[config.mk]
export PLATFORM = sky130hd
export DESIGN_NAME = greedy_sequence_label_decoder_unit
export DESIGN_NICKNAME = d
export VERILOG_FILES = /design/src/rtl/gslbd_pkg.sv /design/src/rtl/greedy_sequence_label_decoder_unit.sv
export SDC_FILE = /design/constraint.sdc
export NUM_CORES = 1
export LEC_CHECK = 0
export ABC_AREA = 1
export BUFFER_PORTS_ARGS = -buffer_cell sky130_fd_sc_hd__buf_2
export CAP_MARGIN = 20
export CORE_ASPECT_RATIO = 0.5
export CORE_MARGIN = 2
export CORE_UTILIZATION = 60
export DETAILED_ROUTE_END_ITERATION = 8
export GPL_ROUTABILITY_DRIVEN = 0
export PLACE_DENSITY = 0.8
export REMOVE_ABC_BUFFERS = 1
export SLEW_MARGIN = 30
export SYNTH_ARGS = -nofsm -noshare
export SYNTH_HDL_FRONTEND = slang
export SYNTH_SLANG_ARGS = --single-unit
[constraint.sdc]
create_clock -name aclk -period 16.1 [get_ports aclk]
set_input_delay 3.22 -clock aclk [delete_from_list [all_inputs] [get_ports aclk]]
set_output_delay 3.22 -clock aclk [all_outputs]
set_load 0.05 [all_outputs]
[src/rtl/gslbd_pkg.sv]
package gslbd_pkg;

    // Fixed sizes of the decoder.
    localparam int MaxClasses = 1024;
    localparam int MaxSeq     = 64;
    localparam int ScoreFrac  = 16;

    localparam int ClassW  = 10;
    localparam int ScoreW  = ScoreFrac + 1;
    localparam int ModeW   = 2;
    localparam int SeqLenW = 7;
    localparam int NumClsW = 11;
    localparam int AddrW   = 4;
    localparam int DataW   = 32;
    localparam int StepW   = $clog2(MaxSeq + 1);
    localparam int CountW  = $clog2(MaxClasses);

    localparam logic [ScoreW-1:0]  ProbOne     = ScoreW'(1) << ScoreFrac;
    localparam logic [ClassW-1:0]  BlankClass  = '0;
    localparam logic [SeqLenW-1:0] MaxSeqLen   = SeqLenW'(MaxSeq);
    localparam logic [NumClsW-1:0] MaxNumCls   = NumClsW'(MaxClasses);
    localparam logic [NumClsW-1:0] MinNumCls   = NumClsW'(2);

    // Reset values of the configuration registers.
    localparam logic [ModeW-1:0]   ModeReset   = '0;
    localparam logic [SeqLenW-1:0] SeqLenReset = SeqLenW'(26);
    localparam logic [NumClsW-1:0] NumClsReset = NumClsW'(1024);
    localparam logic [ClassW-1:0]  StopReset   = ClassW'(1);

    // Decode modes; code 3 is handled as the argmax mode.
    typedef logic [ModeW-1:0] mode_t;
    localparam mode_t ModeCollapse = 2'd0;
    localparam mode_t ModeStop     = 2'd1;
    localparam mode_t ModeArgmax   = 2'd2;

    // Register indexes on the configuration port.
    typedef logic [1:0] reg_idx_t;
    localparam reg_idx_t RegMode   = 2'd0;
    localparam reg_idx_t RegSeqLen = 2'd1;
    localparam reg_idx_t RegNumCls = 2'd2;
    localparam reg_idx_t RegStop   = 2'd3;

endpackage

[src/rtl/greedy_sequence_label_decoder_unit.sv]
// Channel   Direction  Handshake          Payload
// s_        in         s_valid / s_ready  s_class_id, s_score
// m_        out        m_valid / m_ready  m_char_valid, m_char_id, m_seq_end, m_seq_prob
// apb       in         psel / penable     paddr, pwdata, pwrite -> prdata, pready
//
// One transfer is taken per cycle unless the result stalls; an item is held in the input
// register and its result in the result register. The 17x17 product update and the row
// maximum compare sit between the two, so one item per cycle is sustained while results
// are taken. Reset (aresetn low at a clock edge) sets all control state to its reset values;
// any register write restarts the current sequence. A stalled result holds the pipe, and the
// input register is refilled in the same cycle in which its item moves on.
module greedy_sequence_label_decoder_unit (
    input  logic                            aclk,
    input  logic                            aresetn,
    input  logic                            s_valid,
    output logic                            s_ready,
    input  logic [gslbd_pkg::ClassW-1:0]    s_class_id,
    input  logic [gslbd_pkg::ScoreW-1:0]    s_score,
    output logic                            m_valid,
    input  logic                            m_ready,
    output logic                            m_char_valid,
    output logic [gslbd_pkg::ClassW-1:0]    m_char_id,
    output logic                            m_seq_end,
    output logic [gslbd_pkg::ScoreW-1:0]    m_seq_prob,
    input  logic                            psel,
    input  logic                            penable,
    input  logic                            pwrite,
    input  logic [gslbd_pkg::AddrW-1:0]     paddr,
    input  logic [gslbd_pkg::DataW-1:0]     pwdata,
    output logic [gslbd_pkg::DataW-1:0]     prdata,
    output logic                            pready
);
    import gslbd_pkg::*;

    // Configuration registers.
    mode_t                mode_reg;
    logic [SeqLenW-1:0]   seq_len_reg;
    logic [NumClsW-1:0]   num_cls_reg;
    logic [ClassW-1:0]    stop_reg;

    // Input register.
    logic                 in_vld_reg;
    logic [ClassW-1:0]    in_cls_reg;
    logic [ScoreW-1:0]    in_score_reg;

    // Sequence state.
    logic [StepW-1:0]     step_reg,  step_next;
    logic [CountW-1:0]    count_reg, count_next;
    logic [ScoreW-1:0]    best_score_reg, best_score_next;
    logic [CountW-1:0]    best_class_reg, best_class_next;
    logic [ClassW-1:0]    prev_reg,  prev_next;
    logic                 stopped_reg, stopped_next;
    logic [ScoreW-1:0]    prob_reg,  prob_next;

    // Result register.
    logic                 out_vld_reg, out_vld_next;
    logic                 out_cv_reg,  out_cv_next;
    logic [ClassW-1:0]    out_cid_reg, out_cid_next;
    logic                 out_end_reg, out_end_next;
    logic [ScoreW-1:0]    out_prob_reg, out_prob_next;

    logic                 cfg_wr;
    reg_idx_t             cfg_idx;
    logic                 advance;
    logic [SeqLenW-1:0]   len;
    logic [NumClsW-1:0]   nc;
    logic [ScoreW-1:0]    sc;
    logic [ScoreW-1:0]    mul_score;
    logic [2*ScoreW-1:0]  mul_full;
    logic [ScoreW-1:0]    mul_prob;
    logic                 do_mul;
    logic                 emit;
    logic [ClassW-1:0]    cid;
    logic                 step_inc;
    logic [StepW:0]       step_plus;
    logic                 seq_done;
    logic                 row_end;
    logic                 fresh;
    logic [ScoreW-1:0]    row_best_score;
    logic [CountW-1:0]    row_best_class;

    assign pready  = 1'b1;
    assign cfg_wr  = psel && penable && pwrite;
    assign cfg_idx = paddr[3:2];

    always_comb begin
        case (cfg_idx)
            RegMode:   prdata = DataW'(mode_reg);
            RegSeqLen: prdata = DataW'(seq_len_reg);
            RegNumCls: prdata = DataW'(num_cls_reg);
            RegStop:   prdata = DataW'(stop_reg);
            default:   prdata = '0;
        endcase
    end

    assign advance = in_vld_reg && (!out_vld_reg || m_ready);
    assign s_ready = !in_vld_reg || advance;

    // Clamped operands.
    assign len = (seq_len_reg == '0) ? SeqLenW'(1)
               : (seq_len_reg > MaxSeqLen) ? MaxSeqLen : seq_len_reg;
    assign nc  = (num_cls_reg < MinNumCls) ? MinNumCls
               : (num_cls_reg > MaxNumCls) ? MaxNumCls : num_cls_reg;
    assign sc  = (in_score_reg > ProbOne) ? ProbOne : in_score_reg;

    // Running maximum of the current row, including this score; ties keep the earlier class.
    always_comb begin
        if (count_reg == '0 || sc > best_score_reg) begin
            row_best_score = sc;
            row_best_class = count_reg;
        end else begin
            row_best_score = best_score_reg;
            row_best_class = best_class_reg;
        end
    end

    assign row_end = ({1'b0, count_reg} + NumClsW'(1)) >= nc;
    assign fresh   = (step_reg == '0) || (in_cls_reg != prev_reg);

    always_comb begin
        emit            = 1'b0;
        cid             = '0;
        do_mul          = 1'b0;
        mul_score       = sc;
        step_inc        = 1'b1;
        count_next      = count_reg;
        best_score_next = best_score_reg;
        best_class_next = best_class_reg;
        prev_next       = prev_reg;
        stopped_next    = stopped_reg;
        case (mode_reg)
            ModeCollapse: begin
                prev_next = in_cls_reg;
                if (fresh && in_cls_reg != BlankClass && {1'b0, in_cls_reg} < nc) begin
                    emit   = 1'b1;
                    cid    = in_cls_reg;
                    do_mul = 1'b1;
                end
            end
            ModeStop: begin
                if (!stopped_reg) begin
                    if (in_cls_reg == stop_reg) begin
                        stopped_next = 1'b1;
                    end else if ({1'b0, in_cls_reg} < nc) begin
                        emit   = 1'b1;
                        cid    = in_cls_reg;
                        do_mul = 1'b1;
                    end
                end
            end
            default: begin
                best_score_next = row_best_score;
                best_class_next = row_best_class;
                mul_score       = row_best_score;
                step_inc        = row_end;
                if (row_end) begin
                    count_next = '0;
                    if (!stopped_reg) begin
                        do_mul = 1'b1;
                        if (ClassW'(row_best_class) == stop_reg) begin
                            stopped_next = 1'b1;
                        end else begin
                            emit = 1'b1;
                            cid  = ClassW'(row_best_class);
                        end
                    end
                end else begin
                    count_next = count_reg + CountW'(1);
                end
            end
        endcase
    end

    // Product update; both factors are at most one, so the result fits ScoreW bits.
    assign mul_full = prob_reg * mul_score;
    assign mul_prob = mul_full[ScoreFrac +: ScoreW];

    assign step_plus = {1'b0, step_reg} + (StepW + 1)'(1);
    assign seq_done  = step_inc && (step_plus >= (StepW + 1)'(len));

    always_comb begin
        prob_next = do_mul ? mul_prob : prob_reg;
        step_next = step_inc ? step_plus[StepW-1:0] : step_reg;
    end

    always_comb begin
        out_vld_next  = out_vld_reg && !m_ready;
        out_cv_next   = out_cv_reg;
        out_cid_next  = out_cid_reg;
        out_end_next  = out_end_reg;
        out_prob_next = out_prob_reg;
        if (advance) begin
            out_vld_next  = emit || seq_done;
            out_cv_next   = emit;
            out_cid_next  = cid;
            out_end_next  = seq_done;
            out_prob_next = seq_done ? prob_next : '0;
        end
    end

    always_ff @(posedge aclk) begin
        if (!aresetn) begin
            mode_reg    <= ModeReset;
            seq_len_reg <= SeqLenReset;
            num_cls_reg <= NumClsReset;
            stop_reg    <= StopReset;
        end else if (cfg_wr) begin
            case (cfg_idx)
                RegMode:   mode_reg    <= pwdata[ModeW-1:0];
                RegSeqLen: seq_len_reg <= pwdata[SeqLenW-1:0];
                RegNumCls: num_cls_reg <= pwdata[NumClsW-1:0];
                RegStop:   stop_reg    <= pwdata[ClassW-1:0];
                default: ;
            endcase
        end
    end

    // The item that closes a sequence leaves the state as after reset.
    always_ff @(posedge aclk) begin
        if (!aresetn || cfg_wr || (advance && seq_done)) begin
            step_reg       <= '0;
            count_reg      <= '0;
            best_score_reg <= '0;
            best_class_reg <= '0;
            prev_reg       <= '0;
            stopped_reg    <= 1'b0;
            prob_reg       <= ProbOne;
        end else if (advance) begin
            step_reg       <= step_next;
            count_reg      <= count_next;
            best_score_reg <= best_score_next;
            best_class_reg <= best_class_next;
            prev_reg       <= prev_next;
            stopped_reg    <= stopped_next;
            prob_reg       <= prob_next;
        end
    end

    always_ff @(posedge aclk) begin
        if (!aresetn) begin
            in_vld_reg  <= 1'b0;
            out_vld_reg <= 1'b0;
        end else begin
            if (s_ready) begin
                in_vld_reg <= s_valid;
            end
            out_vld_reg <= out_vld_next;
        end
    end

    always_ff @(posedge aclk) begin
        if (s_valid && s_ready) begin
            in_cls_reg   <= s_class_id;
            in_score_reg <= s_score;
        end
        out_cv_reg   <= out_cv_next;
        out_cid_reg  <= out_cid_next;
        out_end_reg  <= out_end_next;
        out_prob_reg <= out_prob_next;
    end

    assign m_valid      = out_vld_reg;
    assign m_char_valid = out_cv_reg;
    assign m_char_id    = out_cid_reg;
    assign m_seq_end    = out_end_reg;
    assign m_seq_prob   = out_prob_reg;

endmodule

==> results.toml, run 1 <==
[critical_path]
path_buf_inv = 6
crit_cells = 43
crit_end = "m_seq_prob[14]$_SDFFCE_PN0P_"
worstPathMaxFanout = 47
critPathLaunchType = "flip-flop"
crit_path_frequent_cell = "nand2_1"
critPathLaunch = "in_score_reg[2]$_DFFE_PP_"
cp_slowest_cell = "nand2_2"
cp-end-kind = "flip-flop"
rr_startpoint = "in_score_reg[2]$_DFFE_PP_"
required_ps = 16290
rrSetupSlack_ps = 5810
r2r-end = "m_seq_prob[14]$_SDFFCE_PN0P_"
cpPeakStageDelay_ps = 570
reg2reg_depth = 43
cp_top_family = "adder cells"
crit_arrival_ps = 10470
path_class = "reg2reg"

[synth]
synthDistinctLibCells = 54
yosysTopAreaCell = "fa_1"
synthAdderAreaFrac = 0.350
synth_flop_cell = "dfxtp_1"
synth_simple_gate_area_frac = 0.176
yosys-top-cells-area = "fa_1 25%, dfxtp_1 12%, ha_1 10%"
synth_top_family_by_area = "adder cells"
syn_area_sq_um = 17900
yosysWarnings = 0
ys_async_sr_fraction = 0
synth-xor-area-share = 0.0215
synth_edf_count = 56
synthCells = 2265
synth.mux.area_fraction = 0
synth_compound_area_frac = 0.109
synth_seq_cells = 160
synth_top_area_frac = 0.246
postSynthAreaPerCell_sq_um = 7.92
yosysSeqAreaShare = 0.210

[flow_run]
cap_violations = 0

[floorplan]
ios = 134
dieArea_sq_um = 31400
start_util = 0.614
die_w_um = 249
core_sq_um = 29200
row_count = 44
die_h_um = 126

[placement]
hpwlAfterDp_mm = 36.2
dp.cells = 2679
portBuffers = 88
dpl_cell_area_sq_um = 18500

[cts]
insertion_delay_ps = 440
path_clk_slew_ps = 70
clock-sinks = 160
cts_resized = 0
htree_num_levels = 4
cts_tree = "built"
cts_made_buffers = 17
root_buffer = "clkbuf_16"
postCtsSetupBuffers = 0
clock_path_buffers = 2
cts_hold_buf = 0

[timing]
period_needed_ps = 10290
finalSetupTns_ps = 0
final_hold_viol_count = 0
clock_skew_ps = 9.15
relSlewSlack = 0.319
worst_pin_slew_ps = 1020
rsz0062_at_grt = "false"
finalCritPeriodShare = 0.639
worst_hold_slack_ps = 469
final_max_slew_viol_count = 0
setup_viol = 0
max_freq_ghz = 0.0972

[power_and_ir_drop]
combPwrFrac = 0.439
power_density_nw_per_um2 = 81.4
vdd.ir_drop.worst_uv = 61.7
p_seq_frac = 0.300
intPower_uw = 880
clock_power_share = 0.261
p_sw_uw = 673
switching_share = 0.433
p_leak_uw = 0.00960

[route]
vias = 15200
dr.pass1.iters = 7
routedWlPerCell_um = 17.6
drc = 1
routed_wl_mm = 47.6
avgViaCountPerCell = 5.62
drt_iter0_markers = 1682
ant_nets = 0

[global_route]
grt_use_met3 = 0.0581
grt_pass1_wl_mm = 76.5
grt-busiest-layer = "met2"
use_met2 = 0.519
track_usage = 0.311
grt_pass1_vias = 14900
gr-total-overflow = 0
grt_use_met1 = 0.394
grt_max_degree = 55
antenna_found_initial = 0

[layout]
num-nets-final = 2747
mostFrequentLayoutCells = "476 x inv_1, 439 x nand2_1, 221 x fa_1"
final_common_cell = "inv_1"
synthToLayoutAreaGrowth_pct = 6.37
fin_area_sq_um = 19100
drive_gt1_frac = 0.0841
n_fill_cell = 2432
stdcell_count = 2711
n_antenna_cell = 0
final_util = 0.653

[outcome]
violations = "DRC"
status = "complete, but fails checks"

[min_path]
worstHoldStart = "best_score_reg[14]$_SDFFE_PP0P_"
hp-class = "reg2reg"
## kinds of logic (layout without fill, tap and decap cells)
logic type / count (synthesis) / after routing
buf+inv: 591 / 626
simple gates: 776 / 776
fa+ha+maj: 370 / 370
xor+xnor: 44 / 44
other cells: 2 / 22
flops: 160 / 160
compound gates: 322 / 322
## cell type report
type                    count  area, sq um  share of cell area
clock inverters            14          130             0.00682
well taps                 391          489              0.0256
flip-flops and latches    160         3760               0.197
multi-input cells        1534        11900               0.623
inverters                 497         1870              0.0977
clock buffers              18          450              0.0236
repair buffers             97          508              0.0266
## synth_stat cells, types with 7 or more instances
library cell / n
clkbuf_1: 48
edfxtp_1: 56
nand2_2: 15
o21ai_2: 15
nor2_1: 221
buf_4: 30
o221ai_1: 7
o22ai_1: 10
nand2_1: 439
ha_1: 149
inv_2: 12
nor3_1: 12
nand3_1: 48
o211ai_1: 24
fa_1: 221
o21ai_0: 92
a22oi_1: 9
inv_1: 477
nor4_1: 9
xor2_1: 38
a21oi_1: 120
nand4_1: 15
clkinv_1: 8
dfxtp_1: 104
## metal layers
layer,vias to the layer above,wire length (um)
li1,7052,-
met1,7260,18700
met2,759,22100
met3,166,4440
met4,0,2350
met5,-,0
## worst min-delay path, delay by kind of cell (launching register included)
kind / cells / cell delay (ps)
flops: 1 / 310
compound gates: 1 / 60
simple gates: 1 / 60
## power by group through the flow
| stage | Clock [uW] | Sequential [uW] | Combinational [uW] |
|---|---|---|---|
| after floorplan | 0 | 472 | 477 |
| final | 405 | 466 | 683 |
| after detailed placement | 0 | 472 | 667 |
| after global routing | 426 | 466 | 769 |
| after CTS | 408 | 463 | 674 |
| after global placement | 0 | 472 | 651 |
## how the worst min path moves through the flow
stage,endpoint,slack (ps),cells past startpoint
after floorplan,stopped_reg$_SDFFE_PP0P_,440,2
after global placement,best_score_reg[15]$_SDFFE_PP0P_,450,2
after detailed placement,best_score_reg[7]$_SDFFE_PP0P_,460,2
after CTS,best_score_reg[14]$_SDFFE_PP0P_,470,2
after global routing,best_score_reg[14]$_SDFFE_PP0P_,490,2
final,best_score_reg[14]$_SDFFE_PP0P_,470,2
## stage by stage
stage	power, uW	setup slack, ps
6_report	1550	5810
5_1_grt	1660	5140
4_1_cts	1550	5970
3_5_place_dp	1140	6100
3_3_place_gp	1120	6140
2_1_floorplan	949	7740
(Power assumes the default switching activity.)
==> run 2: changes to the inputs <==
--- a/config.mk
+++ b/config.mk
@@ -10,10 +10,10 @@
 export CAP_MARGIN = 20
 export CORE_ASPECT_RATIO = 0.5
 export CORE_MARGIN = 2
-export CORE_UTILIZATION = 60
+export CORE_UTILIZATION = 57
 export DETAILED_ROUTE_END_ITERATION = 8
 export GPL_ROUTABILITY_DRIVEN = 0
-export PLACE_DENSITY = 0.8
+export PLACE_DENSITY = 0.79
 export REMOVE_ABC_BUFFERS = 1
 export SLEW_MARGIN = 30
 export SYNTH_ARGS = -nofsm -noshare
==> constraint.sdc (replaced) <==
create_clock -name aclk -period 9.1 [get_ports aclk]
set_input_delay 1.82 -clock aclk [delete_from_list [all_inputs] [get_ports aclk]]
set_output_delay 1.82 -clock aclk [all_outputs]
set_load 0.05 [all_outputs]
==> run 2 against run 1 <==
- the flow now finishes without violations
- via count grew 1.9%
- clock skew rose by 3.4 ps
- sequential power grew 76%
- sequential share of layout area is 0.62 points lower
- core utilization shrank 0.94 points
- setup slack lost 5600 ps
- design area increased by 3.3%
- critical path depth stayed put
- critical path type unchanged
==> results.toml, run 2 (synthesized netlist as in run 1, its figures left out) <==
[layout]
num-nets-final = 2802
n_fill_cell = 2531
synthToLayoutAreaGrowth_pct = 9.85
n_antenna_cell = 0
final_common_cell = "inv_1"
mostFrequentLayoutCells = "476 x inv_1, 436 x nand2_1, 220 x fa_1"
drive_gt1_frac = 0.114

[cts]
cts_made_buffers = 17
cts_tree = "built"
htree_num_levels = 4
path_clk_slew_ps = 70
clock-sinks = 160
clock_path_buffers = 2
root_buffer = "clkbuf_16"
insertion_delay_ps = 450

[placement]
place_ws_ps = 243
portBuffers = 88
hpwlAfterDp_mm = 37.8

[timing]
setup_viol = 0
worst_hold_slack_ps = 467
relSlewSlack = 0.383
clock_skew_ps = 12.5
final_hold_viol_count = 0
setup_ws_ps = 172
max_freq_ghz = 0.112
final_max_slew_viol_count = 0
worst_pin_slew_ps = 920
finalCritPeriodShare = 0.981
period_needed_ps = 8930

[critical_path]
crit_arrival_ps = 9130
required_ps = 9300
critPathLaunchType = "flip-flop"
path_class = "reg2reg"
cpPeakStageDelay_ps = 560
cp_slowest_cell = "fa_1"
worstPathMaxFanout = 24
cp-end-kind = "flip-flop"

[global_route]
grt_use_met1 = 0.382
grt_max_degree = 55
grt_use_met3 = 0.0581
use_met2 = 0.510
antenna_found_initial = 0
track_usage = 0.305
grt_pass1_wl_mm = 78.0
grt-busiest-layer = "met2"
grt_pass1_vias = 15600
gr-total-overflow = 0

[power_and_ir_drop]
switching_share = 0.432
clock_power_share = 0.265
combPwrFrac = 0.443
power_density_nw_per_um2 = 143
p_sw_uw = 1210
finalPower_uw = 2810
intPower_uw = 1600
p_seq_frac = 0.292
p_leak_uw = 0.00992
vdd.ir_drop.worst_uv = 119

[floorplan]
start_util = 0.586
ios = 134
row_count = 45
core_sq_um = 30600
dieArea_sq_um = 33000
die_w_um = 255
die_h_um = 129

[route]
drt_iter0_markers = 1464
drc = 0
vias = 15500
routed_wl_mm = 48.8
dr.pass1.iters = 6
routedWlPerCell_um = 17.4
ant_nets = 0
avgViaCountPerCell = 5.55

[flow_run]
cap_violations = 0

[outcome]
status = "finished, final reports clean"

[min_path]
hp-class = "reg2reg"
## run 2: cell count changes in the layout (fill, tap and decap cells not counted), sizes merged
cell / previous run / this run
buf: 97 / 151
clkinv: 9 / 14
inv: 501 / 497
clkinvlp: 1 / 0
nand2: 458 / 459
## run 2: layout make-up
type	instances	area, sq um	share of cell area
inverters	497	1870	0.0946
clock inverters	14	163	0.00825
flip-flops and latches	160	3760	0.191
clock buffers	18	450	0.0228
well taps	423	529	0.0268
repair buffers	151	937	0.0475
multi-input cells	1535	12000	0.609
## run 2: path summary, 6_finish.rpt
check	end	slack, ps	depth (start not counted)	startpoint
max	m_seq_prob[14]$_SDFFCE_PN0P_	170	43	in_score_reg[0]$_DFFE_PP_
min reg2reg	best_score_reg[14]$_SDFFE_PP0P_	470	2	best_score_reg[14]$_SDFFE_PP0P_
min	best_score_reg[14]$_SDFFE_PP0P_	470	2	best_score_reg[14]$_SDFFE_PP0P_
max reg2reg	m_seq_prob[14]$_SDFFCE_PN0P_	170	43	in_score_reg[0]$_DFFE_PP_
## run 2: power by group through the flow
stage                     Clock [uW]  Combinational (uW)  Sequential [uW]
after floorplan                    0                 844              835
final                            746                1250              820
after CTS                        749                1220              817
after global placement             0                1170              832
after detailed placement           0                1200              833
after global routing             779                1410              822
## run 2: per-stage QoR
| stage | TNS [ps] | util | instances | instance area, sq um |
|---|---|---|---|---|
| floorplan | 0 | - | 2191 | 17500 |
| global placement | 0 | 0.617 | 2756 | 18900 |
| detailed placement | 0 | 0.617 | 2756 | 18900 |
| CTS | 0 | 0.637 | 2788 | 19500 |
| global route | -2500 | 0.644 | 2798 | 19700 |
| finish | 0 | 0.644 | 2798 | 19700 |
## run 2: timing repair
| action | in CTS | in global routing |
|---|---|---|
| endpoints found under the setup margin | 0 | 25 |
| hold buffers | 0 | 0 |
| gates resized for setup | 0 | 40 |
| setup buffers | 0 | 9 |
| hold endpoints to repair | 0 | 0 |
## run 2: per-layer routing
layer,vias up,share of wire
li1,7149,-
met5,-,0
met3,184,0.089
met2,789,0.47
met1,7404,0.39
met4,0,0.050
## run 2: worst max-delay path, delay by kind of cell (launching register included)
kind | cells | cell delay (ps)
and+or+nand+nor | 17 | 2540
xor gates and xnor gates | 1 | 190
AOI/OAI and AO/OA | 10 | 1450
DFF | 1 | 400
buffers and inverters | 7 | 530
adders and majority gates | 8 | 3540
